File: src/design/whbs_pkg.sv
// Shared types, constants and widths for the weighted hash bucket select core.
// No dependencies; used by every module of the block.
`default_nettype none

package whbs_pkg;

  localparam int MAX_BEDS    = 6;
  localparam int KEY_W       = 64;
  localparam int WEIGHT_W    = 53;
  localparam int DRAW_W      = 53;
  localparam int SUM_W       = WEIGHT_W + $clog2(MAX_BEDS + 1);
  localparam int BED_W       = 3;
  localparam int REG_IDX_W   = $clog2(MAX_BEDS + 1);
  localparam int CFG_DATA_W  = 64;
  localparam int CFG_ADDR_W  = REG_IDX_W + 3;
  localparam int OUT_TDATA_W = ((BED_W + 7) / 8) * 8;
  localparam int PFX_STEPS   = $clog2(MAX_BEDS);
  localparam int HASH_STG    = 5;
  localparam int NUM_STG     = HASH_STG + 1;

  localparam logic [KEY_W-1:0] GOLDEN = 64'h9e3779b97f4a7c15;
  localparam logic [KEY_W-1:0] MIX1   = 64'hbf58476d1ce4e5b9;
  localparam logic [KEY_W-1:0] MIX2   = 64'h94d049bb133111eb;
  localparam int SHIFT_A   = 30;
  localparam int SHIFT_B   = 27;
  localparam int SHIFT_C   = 31;
  localparam int DRAW_SHR  = KEY_W - DRAW_W;

  localparam logic [REG_IDX_W-1:0] REG_BED_COUNT   = REG_IDX_W'(0);
  localparam logic [REG_IDX_W-1:0] REG_WEIGHT_BASE = REG_IDX_W'(1);

  localparam logic [BED_W-1:0]    BED_COUNT_RST = BED_W'(2);
  localparam logic [WEIGHT_W-1:0] HALF_SHARE    = WEIGHT_W'(1) << 52;

  typedef logic [KEY_W-1:0]                   key_t;
  typedef logic [DRAW_W-1:0]                  draw_t;
  typedef logic [BED_W-1:0]                   bed_t;
  typedef logic [MAX_BEDS-1:0][WEIGHT_W-1:0]  weight_arr_t;
  typedef logic [MAX_BEDS-1:0][SUM_W-1:0]     sum_arr_t;

  typedef struct packed {
    sum_arr_t            sum;
    logic [MAX_BEDS-1:0] lane_en;
    bed_t                last;
  } cum_t;

  typedef struct packed {
    logic [HASH_STG-1:0] adv;
  } hash_ctl_t;

endpackage

`default_nettype wire

File: src/design/whbs_prefix.sv
// Registered prefix sums of the bed weights (log-depth scan) and the clamped
// bed count decode. Depends on whbs_pkg.
`default_nettype none

module whbs_prefix (
  input  wire logic                  clk,
  input  wire whbs_pkg::bed_t        bed_count,
  input  wire whbs_pkg::weight_arr_t weight,
  output whbs_pkg::cum_t             cum
);
  import whbs_pkg::*;

  sum_arr_t            w_ext;
  sum_arr_t            pfx_r [PFX_STEPS];
  logic [MAX_BEDS-1:0] lane_en_r;
  bed_t                last_r;
  bed_t                n_eff;

  always_comb begin
    for (int i = 0; i < MAX_BEDS; i++) begin
      w_ext[i] = SUM_W'(weight[i]);
    end
  end

  for (genvar s = 0; s < PFX_STEPS; s++) begin : g_step
    sum_arr_t src;
    if (s == 0) begin : g_first
      assign src = w_ext;
    end else begin : g_next
      assign src = pfx_r[s-1];
    end

    always_ff @(posedge clk) begin
      for (int i = 0; i < MAX_BEDS; i++) begin
        if (i >= (1 << s)) begin
          pfx_r[s][i] <= src[i] + src[i - (1 << s)];
        end else begin
          pfx_r[s][i] <= src[i];
        end
      end
    end
  end

  always_comb begin
    if (bed_count < BED_W'(2)) begin
      n_eff = BED_W'(2);
    end else if (bed_count > BED_W'(MAX_BEDS)) begin
      n_eff = BED_W'(MAX_BEDS);
    end else begin
      n_eff = bed_count;
    end
  end

  always_ff @(posedge clk) begin
    last_r <= n_eff - BED_W'(1);
    for (int i = 0; i < MAX_BEDS; i++) begin
      lane_en_r[i] <= (BED_W'(i) < n_eff);
    end
  end

  assign cum.sum     = pfx_r[PFX_STEPS-1];
  assign cum.lane_en = lane_en_r;
  assign cum.last    = last_r;

endmodule

`default_nettype wire

File: config.mk
export PLATFORM = sky130hd
export DESIGN_NAME = whbs_prefix
export DESIGN_NICKNAME = d
export VERILOG_FILES = /design/src/design/whbs_pkg.sv /design/src/design/whbs_prefix.sv
export SDC_FILE = /design/constraint.sdc
export NUM_CORES = 2
export LEC_CHECK = 0
export ABC_CLOCK_PERIOD_IN_PS = 4460
export BUFFER_PORTS_ARGS = -buffer_cell sky130_fd_sc_hd__buf_2
export CAP_MARGIN = 30
export CORE_MARGIN = 1
export CORE_UTILIZATION = 59
export CTS_CLUSTER_SIZE = 25
export DETAILED_ROUTE_END_ITERATION = 12
export MAX_ROUTING_LAYER = met4
export PLACE_DENSITY_LB_ADDON = 0.08
export SLEW_MARGIN = 20
export SYNTH_ARGS = -nofsm -noshare
export SYNTH_HDL_FRONTEND = slang
export SYNTH_SLANG_ARGS = --single-unit
File: constraint.sdc
create_clock -name clk -period 4.46 [get_ports clk]
set_input_delay 1.115 -clock clk [delete_from_list [all_inputs] [get_ports clk]]
set_output_delay 1.115 -clock clk [all_outputs]
set_load 0.03 [all_outputs]
==> results.md <==
* Congestion Overflow GR at 0
* Ports at between 600 and 700
* WP buf/inv at 1
* Clk root buf: clkbuf_16
* Clock sink count at 988
* Slew HR at between 30% and 40%
* Synth Register Bits at just under 1000
* Die width at between 200 and 300 um
* Pre-CTS WS at -0.198 ns
* Crit end category: register
* Critical Path RT at around 5.0 ns
* Worst-Skew Late Latency at 0.69 ns
* Lkg Pwr at between 20 and 30 nW
* Max IR drop VDD at approximately 0.7 mV
* Setup WS post-layout at roughly 0.28 ns
* Final #Nets at 7320
* DR DRC count at 0
* Global Route Usage Sum at about 40%
* Top cell type's share of synthesized area at a little under two fifths
* Max Fclk at approximately 240 MHz
* Cells after Synth at roughly 5700
* Crit path kind: reg2reg
* CP cell instances: ha_1 > inv_1 > fa_1 > nor2b_1 > o31a_1 > o311a_1 > a211oi_1 > a31oi_1 > nand3_1 > and2_1 > o21ai_0 > a31oi_1 > o21ai_0 > xor2_1
* Setup violations, final at 0
* Synthesis warning total at 0
* Synth Flop Type: dfxtp_1
* Area after DPL at between 0.05 and 0.06 mm^2
* Max_cap viols at 0
* Synthesized area at 0.0520 mm^2
* Fin Clk Skew at approximately 0.024 ns
* Slowest CP cell: a31oi_1
* Die area at around 0.09 mm^2
* Async SR Flop Fraction at 0%
* RePlAce Congestion at 1.03
* Vias in the first global route at between 40000 and 50000
* Largest delay contributor family on the critical path: compound AO/OA/AOI/OAI gates
* First-pass GRT wire length at ~270000 um
* CP max stage delay at ~0.5 ns
* List of most frequent post-synthesis cells: 988 x dfxtp_1, 630 x a21oi_1, 589 x ha_1, 396 x a21o_1, 386 x nand2_1
* Post-Syn Area per Cell at ~9 um^2
* DR pass1 iterations at 9
* Leading area contributor after synthesis: dfxtp_1
* Htree depth at 3
* Number of flops mapped to enable cells by yosys at 0
* Sequential area share after synthesis at 38.0%
* Flop2flop setup slack at approximately 0.28 ns
* Initial core utilization at about 60%
* Via density at roughly 6.2
* Most frequent cell after synthesis: dfxtp_1
* Clk slew on worst S/H paths at ~0.07 ns
* Nature of the critical path startpoint: register
* Largest net degree at the start of global routing at 16
* Fin. max-slew vios at 0
* Clock Tree Buf Depth at 3
* Worst EP arrival at 4.74 ns
* Post-route cell area at between 0.06 and 0.07 mm^2
* Unrepaired setup endpoints after global routing: false
* Post-route ant nets at 0
* Fin Setup TNS at 0 ns
* P per Cell Area at about 710 mW/mm^2
* Layout filler cell count at just under 7000
* Min cycle time layout at 4.18 ns
* Worst-Margin Slew at between 0.9 and 1 ns
* Row Count at roughly 110
* Initial antenna violation count at slightly above 50
* Area growth syn-to-layout at 16.7%
* Unique masters post-synth at 82
* Total CTS buffers at 99
* Port Buffer Count at approximately 660
* Final hold vios at 0
* DR iter-0 viols at about 4800
* Post-DP HPWL at about 140000 um
* Hold WC Path Type: reg2reg
* Postcts setup bufs at 0
* Via count at around 47000
* Share of post-route cells with drive strength above 1 at between 10% and 20%
* WL final at ~180000 um
* Ranking of synthesized cells by area: dfxtp_1 38%, ha_1 14%, a21oi_1 6.1%, a21o_1 5.7%, xnor2_1 5.7%
* Status: complete, no violations
* Placeable Area at between 0.08 and 0.09 mm^2
* CTS tree: built
* Die height at 299 um
* WL per Instance at ~24 um
* Final period utilization at 93.7%
* Maximum fanout along the worst path at 4
[what timing repair did]
item,4_1_cts,5_1_grt
setup endpoints to repair,0,1
gates resized for setup,0,1
hold buffers,0,0
endpoints found under the hold margin,0,0
[registers in the layout (all words and copies together), names as in the netlist]
register / flops
pfx_r: 979
lane_en_r: 6
last_r: 3
[kinds of logic (layout without fill, tap and decap cells)]
| family | count (synthesis) | after routing | share of synthesized area, % |
|---|---|---|---|
| compound gates | 1945 | 1945 | 24.1 |
| simple gates | 1284 | 1284 | 11.7 |
| flops | 988 | 988 | 38.0 |
| fa+ha+maj | 600 | 600 | 14.6 |
| xor+xnor | 546 | 546 | 9.19 |
| buf+inv | 330 | 1112 | 2.44 |
| other cells | 2 | 58 | 0.0144 |
[layer usage]
layer | track usage, % | part of all wire (%)
met1 | 52.1 | 42
met2 | 61.0 | 44
met3 | 6.60 | 9.6
met4 | 17.2 | 4.5
met5 | - | 0
[final cells by class]
type	instances	area, um^2	share of cell area (%)
clock buffers	128	2770	4.56
inverters	150	563	0.927
repair buffers	775	4170	6.87
diodes	49	123	0.202
clock inverters	59	840	1.38
flip-flops and latches	988	19800	32.6
well taps	1155	1450	2.38
multi-input cells	4384	31000	51.1
[stage by stage]
step                      hold WS [ns]  utilization [%]  instances  total power [mW]
after floorplan                  0.310                -       5702              27.4
after global placement           0.310             65.5       7452              33.2
after detailed placement         0.312             65.5       7452              33.3
after CTS                        0.321             69.6       7639              42.8
after global routing             0.326             69.7       7679              45.3
final                            0.322             69.8       7688              43.2
[where the power goes]
part           switching [mW]  total, mW  internal [mW]  leakage [nW]
Clock                    3.75       9.16           5.41          1.72
Sequential               1.55       13.5           12.0          8.34
Combinational            13.0       20.5           7.54          18.4
[worst paths after layout]
check | depth (start not counted) | to | startpoint
setup / recovery | 14 | pfx_r[1][164] | pfx_r[0][0]
hold / removal | 0 | pfx_r[2][140] | pfx_r[1][140]
hold reg to reg | 0 | pfx_r[2][140] | pfx_r[1][140]
setup reg to reg | 14 | pfx_r[1][164] | pfx_r[0][0]
[layout by cell type, fill, tap and decap left out, types with 22 or more instances in the layout]
cell and instances:
o21ai_0 317, and3_1 49, nand2b_1 48, dfxtp_1 988
buf_4 116, inv_1 150, a21o_1 396, nand3_1 98
buf_2 659, a211oi_1 43, o21a_1 73, a21oi_1 630
nor2_1 335, o21bai_1 105, a31oi_1 71, o31ai_1 34
nor3_1 62, a221oi_1 26, clkbuf_16 101, diode_2 49
o211ai_1 30, and2_1 32, nand2_1 386, or3_1 22
nand4_1 128, xor2_1 208, xnor2_1 338, nor2b_1 66
ha_1 589
(Power assumes the default switching activity.)
