### src/design/whbs_pkg.sv
// Shared types, constants and widths for the weighted hash bucket select core.
// No dependencies; used by every module of the block.
`default_nettype none

package whbs_pkg;

  localparam int MAX_BEDS    = 6;
  localparam int KEY_W       = 64;
  localparam int WEIGHT_W    = 53;
  localparam int DRAW_W      = 53;
  localparam int SUM_W       = WEIGHT_W + $clog2(MAX_BEDS + 1);
  localparam int BED_W       = 3;
  localparam int REG_IDX_W   = $clog2(MAX_BEDS + 1);
  localparam int CFG_DATA_W  = 64;
  localparam int CFG_ADDR_W  = REG_IDX_W + 3;
  localparam int OUT_TDATA_W = ((BED_W + 7) / 8) * 8;
  localparam int PFX_STEPS   = $clog2(MAX_BEDS);
  localparam int HASH_STG    = 5;
  localparam int NUM_STG     = HASH_STG + 1;

  localparam logic [KEY_W-1:0] GOLDEN = 64'h9e3779b97f4a7c15;
  localparam logic [KEY_W-1:0] MIX1   = 64'hbf58476d1ce4e5b9;
  localparam logic [KEY_W-1:0] MIX2   = 64'h94d049bb133111eb;
  localparam int SHIFT_A   = 30;
  localparam int SHIFT_B   = 27;
  localparam int SHIFT_C   = 31;
  localparam int DRAW_SHR  = KEY_W - DRAW_W;

  localparam logic [REG_IDX_W-1:0] REG_BED_COUNT   = REG_IDX_W'(0);
  localparam logic [REG_IDX_W-1:0] REG_WEIGHT_BASE = REG_IDX_W'(1);

  localparam logic [BED_W-1:0]    BED_COUNT_RST = BED_W'(2);
  localparam logic [WEIGHT_W-1:0] HALF_SHARE    = WEIGHT_W'(1) << 52;

  typedef logic [KEY_W-1:0]                   key_t;
  typedef logic [DRAW_W-1:0]                  draw_t;
  typedef logic [BED_W-1:0]                   bed_t;
  typedef logic [MAX_BEDS-1:0][WEIGHT_W-1:0]  weight_arr_t;
  typedef logic [MAX_BEDS-1:0][SUM_W-1:0]     sum_arr_t;

  typedef struct packed {
    sum_arr_t            sum;
    logic [MAX_BEDS-1:0] lane_en;
    bed_t                last;
  } cum_t;

  typedef struct packed {
    logic [HASH_STG-1:0] adv;
  } hash_ctl_t;

endpackage

`default_nettype wire

### src/design/whbs_cfg_regs.sv
// APB-style register file: bed count and per-bed weights, with read-back.
// Depends on whbs_pkg.
`default_nettype none

module whbs_cfg_regs (
  input  wire logic                          clk,
  input  wire logic                          rst_n,
  input  wire logic                          cfg_psel,
  input  wire logic                          cfg_penable,
  input  wire logic                          cfg_pwrite,
  input  wire logic [whbs_pkg::CFG_ADDR_W-1:0] cfg_paddr,
  input  wire logic [whbs_pkg::CFG_DATA_W-1:0] cfg_pwdata,
  output logic      [whbs_pkg::CFG_DATA_W-1:0] cfg_prdata,
  output logic                               cfg_pready,
  output whbs_pkg::bed_t                     bed_count,
  output whbs_pkg::weight_arr_t              weight
);
  import whbs_pkg::*;

  bed_t                 bed_count_r;
  weight_arr_t          weight_r;
  logic                 wr_en;
  logic [REG_IDX_W-1:0] idx;

  assign cfg_pready = 1'b1;
  assign wr_en      = cfg_psel & cfg_penable & cfg_pwrite & cfg_pready;
  assign idx        = cfg_paddr[CFG_ADDR_W-1:3];
  assign bed_count  = bed_count_r;
  assign weight     = weight_r;

  always_ff @(posedge clk) begin
    if (!rst_n) begin
      bed_count_r <= BED_COUNT_RST;
      for (int i = 0; i < MAX_BEDS; i++) begin
        weight_r[i] <= '0;
      end
      weight_r[0] <= HALF_SHARE;
      weight_r[1] <= HALF_SHARE;
    end else if (wr_en) begin
      if (idx == REG_BED_COUNT) begin
        bed_count_r <= cfg_pwdata[BED_W-1:0];
      end
      for (int i = 0; i < MAX_BEDS; i++) begin
        if (idx == REG_IDX_W'(int'(REG_WEIGHT_BASE) + i)) begin
          weight_r[i] <= cfg_pwdata[WEIGHT_W-1:0];
        end
      end
    end
  end

  always_comb begin
    cfg_prdata = '0;
    if (idx == REG_BED_COUNT) begin
      cfg_prdata = CFG_DATA_W'(bed_count_r);
    end
    for (int i = 0; i < MAX_BEDS; i++) begin
      if (idx == REG_IDX_W'(int'(REG_WEIGHT_BASE) + i)) begin
        cfg_prdata = CFG_DATA_W'(weight_r[i]);
      end
    end
  end

endmodule

`default_nettype wire

### config.mk
export PLATFORM = sky130hd
export DESIGN_NAME = whbs_cfg_regs
export DESIGN_NICKNAME = d
export VERILOG_FILES = /design/src/design/whbs_pkg.sv /design/src/design/whbs_cfg_regs.sv
export SDC_FILE = /design/constraint.sdc
export NUM_CORES = 1
export LEC_CHECK = 0
export BUFFER_PORTS_ARGS = -buffer_cell sky130_fd_sc_hd__buf_2
export CAP_MARGIN = 20
export CORE_ASPECT_RATIO = 0.75
export CORE_MARGIN = 8
export CORE_UTILIZATION = 40
export DETAILED_ROUTE_END_ITERATION = 8
export GPL_TIMING_DRIVEN = 0
export PLACE_DENSITY_LB_ADDON = 0.25
export SLEW_MARGIN = 20
export SYNTH_ARGS = -nofsm -noshare
export SYNTH_HDL_FRONTEND = slang
export SYNTH_SLANG_ARGS = --single-unit
### constraint.sdc
create_clock -name clk -period 2.33 [get_ports clk]
set_clock_uncertainty 0.15 [all_clocks]
set_input_delay 0.233 -clock clk [delete_from_list [all_inputs] [get_ports clk]]
set_output_delay 0.233 -clock clk [all_outputs]
set_load 0.02 [all_outputs]
==> results.json, run 1 <==
{
  "status": "finished, final reports clean",
  "comb_power_share_pct": 9.0,
  "yosys_warnings": 0,
  "cts.path.max_buffers": 3,
  "clk_pin_slew_ns": 0.06,
  "area_growth_syn_to_layout_pct": 30.9,
  "drive_gt1_share_pct": 31.4,
  "p_seq_share_pct": 44.7,
  "setup_viol_count_final": 0,
  "whs_ns": 0.0128,
  "grt_max_degree": 15,
  "leakagePower_uw": 0.00847,
  "relSlewSlack_pct": 40.9,
  "synth_area_um2": 14300,
  "final.fill_count": 3291,
  "cp_cell_sequence": "buf_2 -> buf_6 -> buf_4 -> mux2_2 -> a221oi_1 -> a21oi_1 -> buf_2",
  "rsz0062_at_grt": "no",
  "power.share.switching_pct": 24.9,
  "start_util_pct": 40.2,
  "ant_nets": 0,
  "worst-path-max-fanout": 10,
  "antenna_found_initial": 1,
  "gp_congestion": 0.870,
  "grt_pass1_vias": 13500,
  "reg2regPathDepth": 2,
  "die_h_um": 180,
  "whs_path_depth": 3,
  "clock_latency_ns": 0.51,
  "fin_nets": 2035,
  "crit_arrival_ns": 1.90,
  "slew_viol_final": 0,
  "cpPeakStageDelay_ns": 0.37,
  "period_share_pct": 97.9,
  "hp-start": "cfg_pwdata[11]",
  "power_density_nw_per_um2": 666,
  "pwr-share-clk_pct": 46.3,
  "gr-total-overflow": 0,
  "viasPerCell": 5.43,
  "numClockSinks": 321,
  "max_freq_mhz": 438,
  "port_buffers": 431,
  "cts_tree": "built",
  "synthCells": 1439,
  "p_switching_uw": 3110,
  "dieArea_um2": 42100,
  "crit_top_cell": "buf_2",
  "first_pass_iters": 5,
  "wl_per_cell_um": 23.6,
  "clockRootBuffer": "clkbuf_16",
  "cp.required_ns": 1.95,
  "postLayoutCellArea_um2": 18700,
  "fp-row-count": 60,
  "end_kind": "primary output",
  "yosys_register_bits": 321,
  "intPower_uw": 9340,
  "wl_um": 57800,
  "hp-class": "in -> reg",
  "startpoint": "cfg_paddr[4]",
  "synth_cell_types": 25,
  "ys_seq_area_share_pct": 45.0,
  "cap_violations": 0,
  "final_common_cell": "buf_2",
  "r2r_start": "bed_count[1]",
  "grt_pass1_wl_um": 85800,
  "period_minus_slack_ns": 2.28,
  "ir_worst_vdd_mv": 0.505,
  "syn_avg_cell_area_um2": 9.92,
  "gr-usage-all-layers_pct": 26.3,
  "dr.first_iter.drc_count": 964,
  "numCtsBuffers": 36,
  "final_cell_mix": "441 x buf_2, 379 x mux2i_1, 372 x nand2_1",
  "via_count": 13300,
  "drc_errors": 0,
  "die_w_um": 234,
  "coreArea_um2": 35500,
  "num_io_pins": 461,
  "placed_cell_area_um2": 17100,
  "cpMaxStageDelayCell": "mux2_2",
  "hold_viol": 0,
  "crit_path_start_kind": "input pin",
  "p_total_uw": 12400,
  "setup.worst_path.class": "in -> out",
  "place.detailed.hpwl_um": 42600,
  "h-tree-depth": 2,
  "tightest_slew_ns": 0.887
}
==> power by group through the flow <==
stage	Combinational, µW	Clock [µW]	Sequential (µW)
detailed placement	1050	0	5690
global placement	1040	0	5690
global route	1190	6050	5570
floorplan	586	0	5730
CTS	1120	5830	5560
finish	1120	5760	5570
==> critical path, delay by kind of cell <==
kind | cells | cell delay (ns)
AO/OA/AOI/OAI | 2 | 0.42
multiplexers | 1 | 0.37
buffers and inverters | 4 | 0.86
==> flip-flops by register name, summed over array words and instances, names as in the netlist <==
| register | count |
|---|---|
| bed_count | 3 |
| weight | 318 |
==> cell type report <==
cell class,instances,area (µm²),share of cell area (%)
Clock buffer,47,993,5.32
Buffer,135,759,4.06
Inverter,4,15.0,0.0803
Antenna cell,1,2.50,0.0134
Multi-Input combinational cell,989,7160,38.3
Timing Repair Buffer,473,2580,13.8
Clock inverter,13,175,0.937
Sequential cell,321,6430,34.4
Tap cell,465,582,3.11
==> worst paths after layout <==
kind	slack [ns]	endpoint
hold / removal	0.01	weight[170]
setup / recovery	0.05	cfg_prdata[39]
setup reg to reg	1.38	bed_count[1]
hold reg to reg	0.32	weight[244]
==> layer usage <==
layer,vias up,global-route usage [%],part of all wire (%)
li1,6082,-,-
met1,6540,34.2,43
met2,590,42.3,46
met3,84,6.72,8.5
met4,0,7.64,2.4
met5,-,0,0
==> stage by stage <==
stage | instances | setup slack (ns) | utilization [%] | TNS [ns]
final | 2448 | 0.0479 | 52.6 | 0
after global routing | 2448 | 0.00194 | 52.6 | 0
after CTS | 2447 | 0.0162 | 52.6 | 0
after detailed placement | 2345 | -0.322 | 48.0 | -12.16
after global placement | 2345 | -0.286 | 48.0 | -9.26
after floorplan | 1449 | 0.322 | - | 0
==> cell usage after synthesis <==
library cell / count / area (µm²)
mux2i_1: 379 / 3790
nand2b_1: 2 / 12.5
conb_1: 2 / 7.51
nand4b_4: 1 / 23.8
mux2_2: 50 / 563
dfxtp_1: 321 / 6430
nor2_1: 1 / 3.75
nor2b_1: 6 / 37.5
buf_6: 6 / 67.6
o221a_2: 3 / 33.8
buf_1: 2 / 7.51
nor2_4: 5 / 56.3
inv_1: 4 / 15.0
a211o_1: 1 / 8.76
buf_2: 12 / 60.1
a221oi_1: 53 / 464
buf_4: 40 / 300
nand4_2: 1 / 12.5
a2bb2oi_1: 50 / 438
nor3_1: 1 / 5.00
or3_1: 1 / 6.26
o31a_1: 1 / 8.76
nand2_1: 372 / 1400
clkbuf_1: 75 / 282
a21oi_1: 50 / 250
==> cells by family after synthesis <==
logic type | synth area share [%]
other | 0.0526
DFF | 45.0
and+or+nand+nor | 10.9
AOI/OAI and AO/OA | 8.43
buffers and inverters | 5.13
muxes | 30.5
==> what timing repair did <==
item / in CTS / in global routing
setup endpoints to repair: 53 / 37
resized for setup: 18 / 16
hold buffers: 42 / 0
hold endpoints to repair: 206 / 0
setup buffers: 0 / 0
(Power assumes the default switching activity.)
==> run 2, diff against run 1 <==
==> constraint.sdc (replaced) <==
create_clock -name clk -period 2.33 [get_ports clk]
set_clock_uncertainty 0.15 [all_clocks]
set_input_delay 0.3495 -clock clk [delete_from_list [all_inputs] [get_ports clk]]
set_output_delay 0.3495 -clock clk [all_outputs]
set_load 0.02 [all_outputs]
==> results.json, run 2 (synthesis gave the netlist of run 1 again) <==
{
  "drive_gt1_share_pct": 32.9,
  "clk_pin_slew_ns": 0.07,
  "dr.first_iter.drc_count": 934,
  "p_total_uw": 12400,
  "clock_latency_ns": 0.52,
  "drc_errors": 0,
  "start_util_pct": 40.2,
  "relSlewSlack_pct": 40.4,
  "end_kind": "primary output",
  "crit_path_start_kind": "input pin",
  "port_buffers": 431,
  "fin_nets": 1994,
  "status": "finished, final reports clean",
  "ir_worst_vdd_mv": 0.498,
  "hp-class": "in -> reg",
  "numCtsBuffers": 36,
  "final_core_util_pct": 51.8,
  "place.detailed.hpwl_um": 42600,
  "tightest_slew_ns": 0.894,
  "placed_cell_area_um2": 17100,
  "gr-usage-all-layers_pct": 26.1,
  "cts_setup_buffers": 0,
  "final_common_cell": "buf_2",
  "antenna_found_initial": 4,
  "viasPerCell": 5.46,
  "period_share_pct": 97.9,
  "final_cell_mix": "439 x buf_2, 379 x mux2i_1, 372 x nand2_1",
  "largest_reg_flops": 318,
  "gp_congestion": 0.870,
  "postLayoutCellArea_um2": 18400,
  "period_minus_slack_ns": 2.28,
  "area_growth_syn_to_layout_pct": 28.9,
  "wl_um": 57400,
  "clockRootBuffer": "clkbuf_16",
  "crit_arrival_ns": 1.78,
  "first_pass_iters": 5,
  "cts_tree": "built",
  "grt_max_degree": 15,
  "num_io_pins": 461,
  "setup_viol_count_final": 0,
  "worst-path-max-fanout": 10,
  "cp.required_ns": 1.83,
  "numClockSinks": 321,
  "fp-row-count": 60,
  "slew_viol_final": 0,
  "hold_viol": 0,
  "dieArea_um2": 42100,
  "stdcell_count": 2410,
  "die_w_um": 234,
  "coreArea_um2": 35500,
  "wl_per_cell_um": 23.8,
  "placedCellCount": 2345,
  "power_density_nw_per_um2": 674,
  "die_h_um": 180,
  "h-tree-depth": 2,
  "cts.path.max_buffers": 3,
  "setup.worst_path.class": "in -> out",
  "leakagePower_uw": 0.00837,
  "gr-total-overflow": 0,
  "grt_pass1_vias": 13300,
  "via_count": 13200,
  "max_freq_mhz": 438,
  "cap_violations": 0,
  "rsz0062_at_grt": "no",
  "ant_nets": 0,
  "grt_pass1_wl_um": 85200
}
==> run 2: report_power, final <==
group | total, µW | internal [µW] | switching, µW
Clock | 5760 | 3450 | 2310
Sequential | 5570 | 5530 | 37.4
Combinational | 1090 | 338 | 748
==> run 2: area by class of cell <==
class | instances | area, µm²
Antenna cell | 4 | 10.0
Buffer | 135 | 831
Clock buffer | 47 | 993
Clock inverter | 13 | 175
Fill cell | 3310 | 17100
Inverter | 4 | 15.0
Multi-Input combinational cell | 989 | 7200
Sequential cell | 321 | 6430
Tap cell | 465 | 582
Timing Repair Buffer | 432 | 2170
==> run 2: final timing paths <==
| kind | slack (ns) | from | depth (start not counted) | endpoint |
|---|---|---|---|---|
| worst max-delay path | 0.05 | cfg_paddr[5] | 6 | cfg_prdata[42] |
| worst min-delay path | 0.03 | cfg_pwdata[52] | 3 | weight[105] |
| worst max register to register | 1.38 | bed_count[1] | 2 | bed_count[1] |
| worst min register to register | 0.32 | weight[244] | 2 | weight[244] |
==> run 2: worst max-delay path: stages <==
cell and delay, ns:
buf_2 0.28, clkbuf_4 0.37, clkbuf_2 0.31, a221oi_1 0.08, a21oi_1 0.17, buf_2 0.20
==> run 2: routing by layer <==
| metal | vias to the layer above | wire, µm | global-route usage (%) |
|---|---|---|---|
| met3 | 76 | 4840 | 6.67 |
| li1 | 5998 | - | - |
| met5 | - | 0 | 0 |
| met1 | 6531 | 24900 | 34.1 |
| met4 | 0 | 1290 | 7.24 |
| met2 | 564 | 26400 | 42.0 |
==> run 2: repair_timing <==
action,in CTS,in global routing
gates cloned,0,0
endpoints found under the setup margin,53,34
gates resized for setup,47,27
hold buffers,1,0
hold endpoints to repair,1,0
==> run 2: metrics by stage <==
stage | setup WS, ns | hold WS [ns] | TNS [ns]
after global routing | 0.00384 | 0.00608 | 0
after global placement | -0.519 | 0.301 | -28.16
final | 0.0495 | 0.0267 | 0
after CTS | 0.00611 | 0.00416 | 0
after floorplan | 0.0893 | 0.317 | 0
after detailed placement | -0.555 | 0.310 | -32.13
